<file path="src/hdl/wto_pkg.sv">
// ----------------------------------------------------------------------------
// wto_pkg: shared types and constants of the wavetable oscillator
// Widths, configuration register indexes, queue item and state encodings.
// ----------------------------------------------------------------------------
package wto_pkg;

    localparam int TABLE_DEPTH     = 256;
    localparam int PHASE_FRAC_BITS = 16;
    localparam int PHASE_W         = 24;
    localparam int ADDR_W          = PHASE_W - PHASE_FRAC_BITS;
    localparam int SIZE_W          = ADDR_W + 1;
    localparam int VALUE_W         = 16;
    localparam int GAIN_W          = 16;
    localparam int BIAS_W          = 16;
    localparam int DIV_W           = 16;
    localparam int OUT_W           = 33;

    localparam int CFG_IDX_W  = 4;
    localparam int CFG_DATA_W = 24;

    localparam int QUEUE_DEPTH = 2;
    localparam int QPTR_W      = $clog2(QUEUE_DEPTH);

    // datapath widths
    localparam int PROD_W    = VALUE_W + PHASE_FRAC_BITS + 2;
    localparam int INTERP_W  = VALUE_W + PHASE_FRAC_BITS + 2;
    localparam int NUM_W     = INTERP_W + GAIN_W + 1;
    localparam int DIVD_W    = 36;
    localparam int DIV_STEPS = 4;
    localparam int DIV_CYCLES = DIVD_W / DIV_STEPS;
    localparam int DIV_CNT_W = $clog2(DIV_CYCLES + 1);

    // configuration register indexes
    localparam logic [CFG_IDX_W-1:0] CFG_PHASE_STEP        = CFG_IDX_W'(0);
    localparam logic [CFG_IDX_W-1:0] CFG_TABLE_SIZE        = CFG_IDX_W'(1);
    localparam logic [CFG_IDX_W-1:0] CFG_AMPLITUDE_BIAS    = CFG_IDX_W'(2);
    localparam logic [CFG_IDX_W-1:0] CFG_AMPLITUDE_DIVISOR = CFG_IDX_W'(3);

    // reset values
    localparam logic [PHASE_W-1:0] PHASE_STEP_RST = PHASE_W'(1) << PHASE_FRAC_BITS;
    localparam logic [SIZE_W-1:0]  TABLE_SIZE_RST = SIZE_W'(TABLE_DEPTH);
    localparam logic [DIV_W-1:0]   DIVISOR_RST    = DIV_W'(256);

    typedef enum logic [0:0] {
        FUNC_WRITE  = 1'b0,
        FUNC_SAMPLE = 1'b1
    } func_t;

    typedef struct packed {
        logic [PHASE_W-1:0]       phase_step;
        logic [SIZE_W-1:0]        table_size;
        logic signed [BIAS_W-1:0] amplitude_bias;
        logic [DIV_W-1:0]         amplitude_divisor;
    } cfg_t;

    // one classified item between front and back
    typedef struct packed {
        logic                       func;
        logic [ADDR_W-1:0]          addr;      // write address or back entry
        logic [ADDR_W-1:0]          fwd_addr;  // forward entry
        logic [VALUE_W-1:0]         value;
        logic [PHASE_FRAC_BITS-1:0] frac;
        logic [GAIN_W-1:0]          gain;
    } qitem_t;

    typedef struct packed {
        logic              full;
        logic              empty;
        logic [QPTR_W:0]   count;
    } queue_stat_t;

    typedef enum logic [2:0] {
        BK_IDLE,
        BK_MUL1,
        BK_ADD,
        BK_MUL2,
        BK_LOAD,
        BK_DIV,
        BK_OUT
    } back_state_t;

endpackage

</file>
<file path="src/hdl/wto_queue.sv">
// ----------------------------------------------------------------------------
// wto_queue: short item queue between front and back
// Two-entry FIFO of classified items.
// ----------------------------------------------------------------------------
module wto_queue (
    input  logic                 clk,
    input  logic                 rst_n,
    input  logic                 enq,
    input  wto_pkg::qitem_t      din,
    input  logic                 deq,
    output wto_pkg::qitem_t      dout,
    output wto_pkg::queue_stat_t stat
);
    import wto_pkg::*;

    qitem_t            entry_q [QUEUE_DEPTH];
    logic [QPTR_W-1:0] wr_ptr_reg, rd_ptr_reg;
    logic [QPTR_W:0]   count_reg, count_next;

    always_comb
    begin
        count_next = count_reg;
        case ({enq, deq})
            2'b10:   count_next = count_reg + 1'b1;
            2'b01:   count_next = count_reg - 1'b1;
            default: count_next = count_reg;
        endcase
        stat.full  = (count_reg == (QPTR_W + 1)'(QUEUE_DEPTH));
        stat.empty = (count_reg == '0);
        stat.count = count_reg;
        dout       = entry_q[rd_ptr_reg];
    end

    always_ff @(posedge clk or negedge rst_n)
    begin
        if (!rst_n)
        begin
            wr_ptr_reg <= '0;
            rd_ptr_reg <= '0;
            count_reg  <= '0;
        end
        else
        begin
            if (enq)
            begin
                wr_ptr_reg <= wr_ptr_reg + 1'b1;
            end
            if (deq)
            begin
                rd_ptr_reg <= rd_ptr_reg + 1'b1;
            end
            count_reg <= count_next;
        end
    end

    always_ff @(posedge clk)
    begin
        if (enq)
        begin
            entry_q[wr_ptr_reg] <= din;
        end
    end

endmodule

</file>
<file path="config.mk">
export PLATFORM = sky130hd
export DESIGN_NAME = wto_queue
export DESIGN_NICKNAME = d
export VERILOG_FILES = /design/src/hdl/wto_pkg.sv /design/src/hdl/wto_queue.sv
export SDC_FILE = /design/constraint.sdc
export NUM_CORES = 1
export LEC_CHECK = 0
export BUFFER_PORTS_ARGS = -buffer_cell sky130_fd_sc_hd__buf_4
export CORE_AREA = 8 8 139 141
export DETAILED_ROUTE_END_ITERATION = 10
export DIE_AREA = 0 0 147 149
export SETUP_SLACK_MARGIN = 0.4
export SYNTH_ARGS = -nofsm -noshare
export SYNTH_HDL_FRONTEND = slang
export SYNTH_SLANG_ARGS = --single-unit
</file>
<file path="constraint.sdc">
create_clock -name clk -period 4.55 [get_ports clk]
set_clock_uncertainty 0.1 [all_clocks]
set_input_delay 0.455 -clock clk [delete_from_list [all_inputs] [get_ports clk]]
set_output_delay 0.455 -clock clk [all_outputs]
set_load 0.01 [all_outputs]
</file>
=== After elaboration in Yosys (flattened, before gate mapping) ===
Memory sizes are Yosys's and may differ from the RTL's.
Cells that the tools add are included.

* Flip-flop bits (word level): 4
* Bits in writable memories: 130
* Output and inout bits: 69
* Input bits: 69
* Memories: 1

* Reductions and logical operators: 2
* Eq/ne operators: 3
* Add/sub/neg operators: 4
* Muxes and demuxes: 3

{| class="wikitable"
|+ Memory list
! memory !! depth !! bits a word !! rd ports !! clocked after memory_dff !! wr ports !! RTL line !! source
|-
| entry_q || 2 || 65 || 1 || 0 || 1 || wto_queue.sv:16 || <nowiki>qitem_t entry_q [QUEUE_DEPTH];</nowiki>
|}

{| class="wikitable"
|+ Operators by type and width
! cell !! number
|-
| 2-bit == test (second input constant) || 2
|-
| 2-bit one-hot mux with 2 select lines || 1
|-
| 1-bit adder (second input constant) || 2
|-
| 2-bit by 1-bit adder with 2-bit output (second input constant) || 1
|-
| 2-bit by 1-bit == test with 1-bit output (second input constant) || 1
|-
| 2-bit logical NOT || 1
|-
| 1-bit 2-to-1 mux || 2
|-
| 2-bit nonzero test || 1
|-
| 2-bit by 1-bit subtractor with 2-bit output (second input constant) || 1
|}

=== Depth between registers and ports, before layout ===
* Depth after elaboration: 2
* Mapped depth: 5
* Depth with buffers taken out: 5

=== Worst setup path after synthesis ===
Ideal clock, no wire load.

* Kind: input port to flip-flop
* Start point: in enq
* End point: mem entry_q[0][0] (netlist bit), enable pin
* Arrival time: 3.240 ns
* Stages on the path: 2
* Path buffers: 0
* Path slack: 0.720 ns
* Cells stage by stage: inv_1 -> nor2_1

* Cells in the longest elaborated chain, start to end: 2

{| class="wikitable"
|+ Ends and longest elaborated chain
! element !! RTL line !! source
|-
| from (decl) || wto_queue.sv:8 || <nowiki>input logic enq,</nowiki>
|-
| 1-bit 2-to-1 mux || wto_queue.sv:58 || <nowiki>if (enq)</nowiki>
|-
| 1-bit 2-to-1 mux (not written as such) || wto_queue.sv:60 || <nowiki>entry_q[wr_ptr_reg] <= din;</nowiki>
|-
| to (decl) || wto_queue.sv:16 ||
|}

No other way between the ends.

==> impl_metrics.ini <==
[routing]
drc_errors = 0
wl_per_cell_um = 16.7
viasPerCell = 4.15
ant_nets = 0
drt_wl_total_um = 10100
drt-initial-drc-count = 57
drt_first_pass_iters = 4
vias = 2517

[setup_path]
r2r_cells = 2
crit_family = flip-flops
r2r-start = wr_ptr_reg
cpMaxStageDelayCell = dfrtp_4
worstSetupEndpointType = output port
path_class = reg -> out
path_buf_inv = 1
cp_cell_sequence = mux2_2 > buf_4
reg2reg_slack_ns = 2.30
required_ns = 3.99
rr_endpoint = entry_q[0][59]
start_kind = register
crit_path_max_fanout = 66
critical_path.max_stage_delay_ns = 1.17
arrival_ns = 2.26

[hold_path]
hp-class = in -> reg
hold_depth = 1
min-delay-start = din[58]
worst_hold_path.endpoint = entry_q[0][58]

[timing]
whs_ns = 0.127
rsz0062_at_grt = no
maxClockFrequency_ghz = 0.356
worstMarginPinSlew_ns = 1.20
fin_crit_sh_pct = 61.8
setup_tns_ns = 0
slew_headroom_pct = 20.0
finalHoldViolCount = 0
drv_slew = 0
post-route-min-period_ns = 2.81
finalSetupViolCount = 0

[grt]
grtUsageMet3_pct = 5.52
use_met1_pct = 10.3
antenna_found_initial = 0
first_global_vias = 2912
grt_usage_pct = 9.58
grt_pass1_wl_um = 15800
top_usage_layer = met2
grt_max_degree = 67
grt_use_met2_pct = 15.1
gr-total-overflow = 0

[pwr]
p_clk_share_pct = 30.4
p_switching_w = 0.00117
p_per_area_nw_per_um2 = 642
ir_drop_v = 0.000831
p_leak_nw = 2.69
internal-power_w = 0.00326
p_total_w = 0.00443
swShare_pct = 26.4
power_frac_comb_pct = 27.6
seqPwrFrac_pct = 42.0

[placed_design]
place_hpwl_um = 6570
place_area_um2 = 6300
dp.cells = 574
port-buffer-count = 137
gp_congestion = 0.656

[floorplan]
start_util_pct = 29.5
coreArea_um2 = 17100
fp-row-count = 48
num_io_pins = 138
die_x_um = 147
die_h_um = 149
dieArea_um2 = 21900

[final_layout]
antenna_cells = 0
instances_no_fill = 607
finalNetCount = 439
postLayoutCellArea_um2 = 6900
area_growth_pct = 37.0
final_common_cell = buf_4
drive_above_1_share_pct = 60.7
final_cell_mix = 138 x buf_4, 130 x edfxtp_1, 40 x mux2_4
largest_reg_flops = 130
nFillCells = 1590

[logic_synthesis]
synth_warnings = 0
synth_cells = 218
postSynthAreaPerCell_um2 = 23.1
netlist_area_um2 = 5040
synth_area_leaders = edfxtp_1 78%, mux2_4 12%, mux2_2 5.6%
synth_fp_nets = 288
synthDistinctLibCells = 13
synth-seq-area-share_pct = 79.5
synth-seq-cells = 134
synth_top_cell_by_area = edfxtp_1
synth_top_area_share_pct = 77.5

[clocking]
cts-root-buf = clkbuf_16
cts_tree = done
htreeDepth = 4
clkTransAtPathRegs_ns = 0.06
clock_latency_ns = 0.41
cts_made_buffers = 17
clock_path_buffers = 2
cts_sinks = 134

[status]
outcome = completed

[job]
maxCapViolCount = 0
-- power by group through the flow --
| stage | sequential (W) | combinational [W] | clock (W) |
|---|---|---|---|
| floorplan | 0.00174 | 0.000826 | 0 |
| global placement | 0.00188 | 0.00125 | 0 |
| detailed placement | 0.00189 | 0.00125 | 0 |
| CTS | 0.00187 | 0.00126 | 0.00138 |
| global route | 0.00190 | 0.00132 | 0.00143 |
| finish | 0.00186 | 0.00122 | 0.00135 |
-- through the flow --
step	setup WS, ns	utilization (%)
3_5_place_dp	2.03	36.9
5_1_grt	1.64	40.4
3_3_place_gp	2.09	36.9
2_1_floorplan	0.720	-
6_report	1.74	40.4
4_1_cts	1.71	40.4
-- worst max path at each step --
stage,slack (ns),endpoint,start,cells after the start
after global routing,1.64,dout[51],rd_ptr_reg,2
after CTS,1.71,dout[51],rd_ptr_reg,2
after global placement,2.09,entry_q[0][56],enq,4
after detailed placement,2.03,entry_q[0][44],enq,4
final,1.74,dout[50],rd_ptr_reg,2
after floorplan,0.72,entry_q[0][0],enq,2
-- logic make-up (layout without fill, tap and decap cells) --
logic type	after synthesis	in the layout	synth area share [%]
xor+xnor	5	5	0.870
flops	134	134	79.5
simple gates	5	5	0.472
fa+ha+maj	1	1	0.248
mux	65	65	17.5
buf+inv	8	172	1.39
-- cells in the mapped netlist --
master / count
buf_2: 2
and2_1: 1
dfrtp_1: 4
nor2b_1: 1
xor2_1: 3
xnor2_1: 2
edfxtp_1: 130
inv_1: 1
ha_1: 1
mux2_4: 40
nor2_1: 3
mux2_2: 25
buf_6: 5
-- worst reg2reg max path: cells and delay by family (launching register included) --
family	cells	cell delay (ns)
buf+inv	1	0.58
flops	1	0.42
simple gates	1	0.76
-- layout make-up --
type | instances | area [µm²] | share of cell area (%)
Inverter | 1 | 3.75 | 0.0544
Tap cell | 225 | 282 | 4.08
Timing Repair Buffer | 139 | 1050 | 15.2
Clock inverter | 4 | 70.1 | 1.02
Multi-Input combinational cell | 76 | 972 | 14.1
Sequential cell | 134 | 4010 | 58.1
Clock buffer | 28 | 517 | 7.49
-- metal layers --
layer | vias up | share of wire [%]
li1 | 1163 | -
met1 | 1234 | 41
met2 | 105 | 47
met3 | 15 | 10
met4 | 0 | 1.7
met5 | - | 0
-- timing repair --
item / 4_1_cts / 5_1_grt
setup buffers: 0 / 0
hold buffers: 1 / 0
hold endpoints to repair: 4 / 0
gates resized for setup: 0 / 0
(Power assumes the default switching activity.)
