[config.mk]
export PLATFORM = sky130hd
export DESIGN_NAME = wto_front
export DESIGN_NICKNAME = d
export VERILOG_FILES = /design/src/hdl/wto_pkg.sv /design/src/hdl/wto_front.sv
export SDC_FILE = /design/constraint.sdc
export NUM_CORES = 1
export LEC_CHECK = 0
export ABC_AREA = 1
export ABC_CLOCK_PERIOD_IN_PS = 9800
export BUFFER_PORTS_ARGS = -buffer_cell sky130_fd_sc_hd__buf_4
export CORE_ASPECT_RATIO = 0.5
export CORE_MARGIN = 3
export CORE_UTILIZATION = 39
export DETAILED_ROUTE_END_ITERATION = 16
export MAX_ROUTING_LAYER = met4
export PLACE_DENSITY_LB_ADDON = 0.1
export REMOVE_ABC_BUFFERS = 1
export SYNTH_ARGS = -nofsm -noshare
export SYNTH_HDL_FRONTEND = slang
export SYNTH_SLANG_ARGS = --single-unit
[constraint.sdc]
create_clock -name clk -period 9.8 [get_ports clk]
set_input_delay 0.49 -clock clk [delete_from_list [all_inputs] [get_ports clk]]
set_output_delay 0.49 -clock clk [all_outputs]
set_load 0.02 [all_outputs]
[src/hdl/wto_pkg.sv]
// ----------------------------------------------------------------------------
// wto_pkg: shared types and constants of the wavetable oscillator
// Widths, configuration register indexes, queue item and state encodings.
// ----------------------------------------------------------------------------
package wto_pkg;

    localparam int TABLE_DEPTH     = 256;
    localparam int PHASE_FRAC_BITS = 16;
    localparam int PHASE_W         = 24;
    localparam int ADDR_W          = PHASE_W - PHASE_FRAC_BITS;
    localparam int SIZE_W          = ADDR_W + 1;
    localparam int VALUE_W         = 16;
    localparam int GAIN_W          = 16;
    localparam int BIAS_W          = 16;
    localparam int DIV_W           = 16;
    localparam int OUT_W           = 33;

    localparam int CFG_IDX_W  = 4;
    localparam int CFG_DATA_W = 24;

    localparam int QUEUE_DEPTH = 2;
    localparam int QPTR_W      = $clog2(QUEUE_DEPTH);

    // datapath widths
    localparam int PROD_W    = VALUE_W + PHASE_FRAC_BITS + 2;
    localparam int INTERP_W  = VALUE_W + PHASE_FRAC_BITS + 2;
    localparam int NUM_W     = INTERP_W + GAIN_W + 1;
    localparam int DIVD_W    = 36;
    localparam int DIV_STEPS = 4;
    localparam int DIV_CYCLES = DIVD_W / DIV_STEPS;
    localparam int DIV_CNT_W = $clog2(DIV_CYCLES + 1);

    // configuration register indexes
    localparam logic [CFG_IDX_W-1:0] CFG_PHASE_STEP        = CFG_IDX_W'(0);
    localparam logic [CFG_IDX_W-1:0] CFG_TABLE_SIZE        = CFG_IDX_W'(1);
    localparam logic [CFG_IDX_W-1:0] CFG_AMPLITUDE_BIAS    = CFG_IDX_W'(2);
    localparam logic [CFG_IDX_W-1:0] CFG_AMPLITUDE_DIVISOR = CFG_IDX_W'(3);

    // reset values
    localparam logic [PHASE_W-1:0] PHASE_STEP_RST = PHASE_W'(1) << PHASE_FRAC_BITS;
    localparam logic [SIZE_W-1:0]  TABLE_SIZE_RST = SIZE_W'(TABLE_DEPTH);
    localparam logic [DIV_W-1:0]   DIVISOR_RST    = DIV_W'(256);

    typedef enum logic [0:0] {
        FUNC_WRITE  = 1'b0,
        FUNC_SAMPLE = 1'b1
    } func_t;

    typedef struct packed {
        logic [PHASE_W-1:0]       phase_step;
        logic [SIZE_W-1:0]        table_size;
        logic signed [BIAS_W-1:0] amplitude_bias;
        logic [DIV_W-1:0]         amplitude_divisor;
    } cfg_t;

    // one classified item between front and back
    typedef struct packed {
        logic                       func;
        logic [ADDR_W-1:0]          addr;      // write address or back entry
        logic [ADDR_W-1:0]          fwd_addr;  // forward entry
        logic [VALUE_W-1:0]         value;
        logic [PHASE_FRAC_BITS-1:0] frac;
        logic [GAIN_W-1:0]          gain;
    } qitem_t;

    typedef struct packed {
        logic              full;
        logic              empty;
        logic [QPTR_W:0]   count;
    } queue_stat_t;

    typedef enum logic [2:0] {
        BK_IDLE,
        BK_MUL1,
        BK_ADD,
        BK_MUL2,
        BK_LOAD,
        BK_DIV,
        BK_OUT
    } back_state_t;

endpackage

[src/hdl/wto_front.sv]
// ----------------------------------------------------------------------------
// wto_front: input side of the oscillator
// Accepts items, owns the phase accumulator and resolves table neighbors.
// ----------------------------------------------------------------------------
module wto_front (
    input  logic                              clk,
    input  logic                              rst_n,
    input  logic                              push,
    input  logic                              func,
    input  logic [7:0]                        entry_index,
    input  logic [wto_pkg::VALUE_W-1:0]       entry_value,
    input  logic [wto_pkg::GAIN_W-1:0]        env_gain,
    input  wto_pkg::cfg_t                     cfg,
    input  logic                              q_full,
    output logic                              full,
    output logic                              enq,
    output wto_pkg::qitem_t                   item
);
    import wto_pkg::*;

    logic [PHASE_W-1:0] phase_reg, phase_next;
    logic [SIZE_W-1:0]  size_eff;
    logic [PHASE_W:0]   limit;
    logic [PHASE_W:0]   sum;
    logic [PHASE_W-1:0] ph;
    logic [SIZE_W-1:0]  fwd_wide;

    always_comb
    begin
        size_eff = cfg.table_size;
        if (cfg.table_size > SIZE_W'(TABLE_DEPTH))
        begin
            size_eff = SIZE_W'(TABLE_DEPTH);
        end
        if (cfg.table_size == '0)
        begin
            size_eff = SIZE_W'(1);
        end
        limit = {size_eff, {PHASE_FRAC_BITS{1'b0}}};

        // stale phase after the size shrank reads as zero
        ph = ({1'b0, phase_reg} < limit) ? phase_reg : '0;

        fwd_wide = {1'b0, ph[PHASE_W-1:PHASE_FRAC_BITS]} + SIZE_W'(1);
        sum      = {1'b0, ph} + {1'b0, cfg.phase_step};

        item.func     = func;
        item.addr     = (func == FUNC_SAMPLE) ? ph[PHASE_W-1:PHASE_FRAC_BITS]
                                              : entry_index;
        item.fwd_addr = (fwd_wide >= size_eff) ? '0 : fwd_wide[ADDR_W-1:0];
        item.value    = entry_value;
        item.frac     = ph[PHASE_FRAC_BITS-1:0];
        item.gain     = env_gain;

        full = q_full;
        enq  = push && !q_full;

        phase_next = phase_reg;
        if (enq && (func == FUNC_SAMPLE))
        begin
            phase_next = (sum >= limit) ? '0 : sum[PHASE_W-1:0];
        end
    end

    always_ff @(posedge clk or negedge rst_n)
    begin
        if (!rst_n)
        begin
            phase_reg <= '0;
        end
        else
        begin
            phase_reg <= phase_next;
        end
    end

endmodule

* After elaboration in Yosys (flattened, before gate mapping)
Cells that the tools add are included.
** Storage, ports and cells
- Register bits :: 24
- Output and inout bits :: 67
- Word-level logic and storage cells :: 17
** Cells by class
- $add $sub $neg :: 2
- $lt $le $gt $ge :: 4
- Mux-type cells :: 6
- Reduce and logical (&&, ||, !) cells :: 4
** Operators with widths (count)
- 2-to-1 mux 24 bit :: 2
- adder 24 x 24 -> 25 bit :: 1
- greater-or-equal comparator 25 bit :: 1
- < comparator 24 x 25 -> 1 bit :: 1
- 2-to-1 mux 9 bit :: 2
- 2-to-1 mux 8 bit :: 2
- adder 8 x 1 -> 9 bit (second input constant) :: 1
- greater-or-equal comparator 9 bit :: 1
- > comparator 9 bit (second input constant) :: 1
- zero test 9 bit :: 1
- logical AND 1 bit :: 2
- zero test 1 bit :: 1

* Longest topological paths before layout
- Word-level depth :: 8
- Depth in mapped cells :: 38
- Mapped depth without buffers :: 35

* Worst setup path after synthesis
OpenSTA, ideal clock, no wires.
- Kind :: input to register
- Start :: input cfg[36] (netlist bit)
- End :: register phase_reg[3]
- Library setup time :: 0.117 ns
- Arrival :: 5.182 ns
- Setup slack :: 4.501 ns
- Stages on the path :: 37
- Buffers on the path :: 3
- Cells stage by stage :: nor2_1 -> nand2_1 -> o21ai_2 -> nand2_1 -> ha_1 -> a21oi_1 -> o21ai_0 -> a21oi_2 -> nand2_4 -> buf_4 -> buf_2 -> nor2_1 -> ha_1 -> fa_1 -> nand3_1 -> nand2_2 -> nand2_1 -> nand2_1 -> nand2_1 -> nand2_1 -> a21oi_1 -> or2_2 -> nand2_1 -> inv_1 -> ha_1 -> nand2_1 -> inv_1 -> nand3_1 -> nor2_1 -> nand3_1 -> nor2_1 -> nand3_1 -> nor2_2 -> nand3_4 -> buf_6 -> nand3_1 -> nand2_1
** RTL lines
- start, declared :: line wto_front.sv:13 : input wto_pkg::cfg_t cfg,
- end signal, assigned :: line wto_front.sv:73 : phase_reg <= phase_next;
- end, declared :: line wto_front.sv:21 : logic [PHASE_W-1:0] phase_reg, phase_next;

* Final worst setup path
- Start :: input cfg[34] (netlist bit)
- End :: register phase_reg[13]
** On the way
- Word-level cells in the longest chain between the ends :: 8
- Elaborated cells on any way between the ends :: 9
- Those cells by class :: add/sub (1); order compare (3); mux (4); reduce/logical (1)
** RTL lines
- > comparator 9 bit :: line wto_front.sv:31 : if (cfg.table_size > SIZE_W'(TABLE_DEPTH))
- 2-to-1 mux 9 bit :: line wto_front.sv:31
- 2-to-1 mux 9 bit (*) :: line wto_front.sv:35 : if (cfg.table_size == '0)
- < comparator 24 x 25 -> 1 bit :: line wto_front.sv:42 : ph = ({1'b0, phase_reg} < limit) ? phase_reg : '0;
- 2-to-1 mux 24 bit :: line wto_front.sv:42
- adder 24 x 24 -> 25 bit :: line wto_front.sv:45 : sum = {1'b0, ph} + {1'b0, cfg.phase_step};
- greater-or-equal comparator 25 bit :: line wto_front.sv:61 : phase_next = (sum >= limit) ? '0 : sum[PHASE_W-1:0];
- 2-to-1 mux 24 bit (*) :: line wto_front.sv:61
Mark *: on every way between the ends. The rest lies on a longest branch, timed or not.
A chain may end at the register's enable or synchronous reset.

==> metrics <==
run status finished, final reports clean; DR pass1 iterations 4; CP Class input port to register; sequential fraction of the synthesis area 0.153; Final Max Tran Viols 0; # Max-Cap Violations 0; reg-to-reg startpoint phase_reg[20]$_DFFE_PN0P_; Num CTS Buffers 3; reg2reg end phase_reg[13]$_DFFE_PN0P_; clk buf depth 2; Power Total 1.47 mW; Worst Max-Slew Pin Slew 0.948 ns; first-pass GRT wire length 19,700 um; worst setup path endpoint phase_reg[13]$_DFFE_PN0P_; initial antenna violation count 0; H-tree level count 1; hold crit path type input port to async pin; Hold Buf Count CTS 0; Initial Utilization 0.408; Leak Pwr 2.59 nW; Layout Nets 846; Tmin final 5.95 ns; WP data required 10.00 ns; Syn Area/Cell approximately 6.1 um^2; final period utilization 0.608; largest net degree at the start of global routing 25; diode count 0; Syn Inst Count around 640; RSZ-0062 raised after global routing false; most frequent CP cell nand2_1; Worst path max stage delay about 0.52 ns; startpoint type of the worst setup path input port; hpwl dp 10,100 um; count of input and output buffers 80; most area-hungry cell type in the Yosys netlist nand2_1; Rows 25; Core ar. 0.00963 mm^2; DR iter-0 viols around 200; met2 WL 5230 um; GRT Util Overall 0.222; root buf cell clkbuf_16; Setup TNS Final 0 ns; #FFs+latches synth 24; # resized after CTS 0; Worst Setup End Kind register; setup bufs post-CTS 0; Remaining DRCs 0; ys flop type dfrtp_1; Cell Pwr Density 327 mW/mm^2; setup slack, reg-to-reg 4.35 ns; I/O pins approximately 180; Fin. Hold Viols 0; Distinct cells, synth 38; arrival time worst endpoint 6.16 ns; clock skew 0.00460 ns; Slew HR 0.366; CTS tree done; layout cells sized above 1 0.171; Post-Syn Area 0.00393 mm^2; Worst path slowest cell nor2_1; die width 148 um; gp weighted congestion 0.894; Largest register FFs 24; crit path max fanout 23; grt ovf 0; Total Wirelength 12,400 um; die area 0.0114 mm^2; chip height 77.0 um; clock-pin transition on the worst setup and hold timing paths 0.07 ns; Ys Warns 0; WL met3 890 um; area delta synth->final 14.1%; Cell Area, Placed 0.00440 mm^2; number of flops mapped to enable cells by yosys 0; Clock Sinks 24; ys async rst share 1.00; metal1 wirelength 6240 um; peak supply drop 0.000107 V; Routed Antenna Nets 0; R2R depth 24; Yosys top cell area share 0.189; top cells by area, synth nand2_1 19%, ha_1 16%, dfrtp_1 15%, inv_1 7.8%, nand3_1 6.9%; Final setup viols 0; vias in the first global route approximately 3,800; Avg WL per Cell 15.2 um; fmax 168 MHz; top routing layer used met4; critical path launch point cfg[34]; Avg Vias per Cell 4.88; Final Cell Area 0.00449 mm^2; via count about 4,000; worst skew pair latency 0.26 ns
power by group:
group / total (mW) / leakage, nW / switching [mW] / internal, mW
sequential: 0.183 / 0.310 / 0.0389 / 0.145
combinational: 1.18 / 2.24 / 0.748 / 0.432
clock: 0.103 / 0.0442 / 0.0408 / 0.0627
total: 1.47 / 2.59 / 0.828 / 0.640
routing by layer:
layer | global-route usage | up-vias
met5 | - | -
met4 | 0.0230 | 0
met3 | 0.0697 | 6
met2 | 0.341 | 112
met1 | 0.298 | 1763
li1 | - | 2117
logic make-up after synthesis:
kind of cell,count (synthesis),synth area share
simple gates,364,0.407
buf+inv,126,0.158
compound gates,67,0.0958
fa+ha+maj,51,0.164
flops,24,0.153
xor+xnor,10,0.0223
worst min-delay path by stage:
stage,to,slack (ns),cells past startpoint
2_1_floorplan,phase_reg[0]$_DFFE_PN0P_,0.19,0
3_3_place_gp,phase_reg[22]$_DFFE_PN0P_,0.43,1
3_5_place_dp,phase_reg[23]$_DFFE_PN0P_,0.43,1
4_1_cts,phase_reg[22]$_DFFE_PN0P_,0.15,1
5_1_grt,phase_reg[22]$_DFFE_PN0P_,0.16,1
6_report,phase_reg[22]$_DFFE_PN0P_,0.13,1
placed cells by master (no fill, tap or decap), types with 2 or more instances in the layout:
cell / netlist / layout
nor2_1: 67 / 67
nor3_1: 3 / 3
a21oi_2: 5 / 5
nand3_2: 7 / 7
a21oi_1: 31 / 31
nand3_1: 54 / 54
buf_4: 35 / 81
dfrtp_1: 24 / 24
or2_2: 2 / 2
a31oi_1: 2 / 2
nand2_2: 6 / 6
a21o_1: 3 / 3
xnor2_1: 3 / 3
inv_1: 82 / 82
nor2_4: 2 / 2
xor2_1: 7 / 7
o21ai_0: 21 / 21
nand2_1: 198 / 198
nand4_1: 10 / 10
ha_1: 50 / 50
nor4_1: 3 / 3
nor2_2: 6 / 6
nand3b_1: 2 / 2
clkbuf_16: 0 / 3
through the flow:
step	hold slack [ns]	utilization	cells	setup WS, ns
floorplan	0.194	-	599	4.27
global placement	0.434	0.456	815	3.57
detailed placement	0.431	0.456	815	3.53
CTS	0.146	0.466	819	3.78
global route	0.156	0.466	819	3.25
finish	0.129	0.466	819	3.85
worst max-delay path, delay by kind of cell:
kind	cells	cell delay (ns)
AND/OR/NAND/NOR	20	2.95
adder cells (fa/ha/maj)	4	1.30
AO/OA/AOI/OAI	5	0.73
buffers and inverters	2	0.48
XOR/XNOR	1	0.17
Yosys cell counts (all sizes together), types with 3 or more instances:
library cell,count
a21o,3
a21oi,36
buf,40
clkbuf,3
dfrtp,24
ha,50
inv,83
nand2,205
nand3,62
nand4,10
nor2,75
nor3,3
nor4,3
o21ai,23
xnor2,3
xor2,7
area by class of cell:
| cell class | instances | area [um^2] |
|---|---|---|
| tap | 135 | 169 |
| inverter | 83 | 312 |
| timing repair buffer | 81 | 608 |
| clock buffer | 4 | 88.8 |
| sequential | 24 | 601 |
| fill | 1069 | 5150 |
| multi-input combinational | 492 | 2710 |
Note: power is estimated with default switching activity, not from simulation.
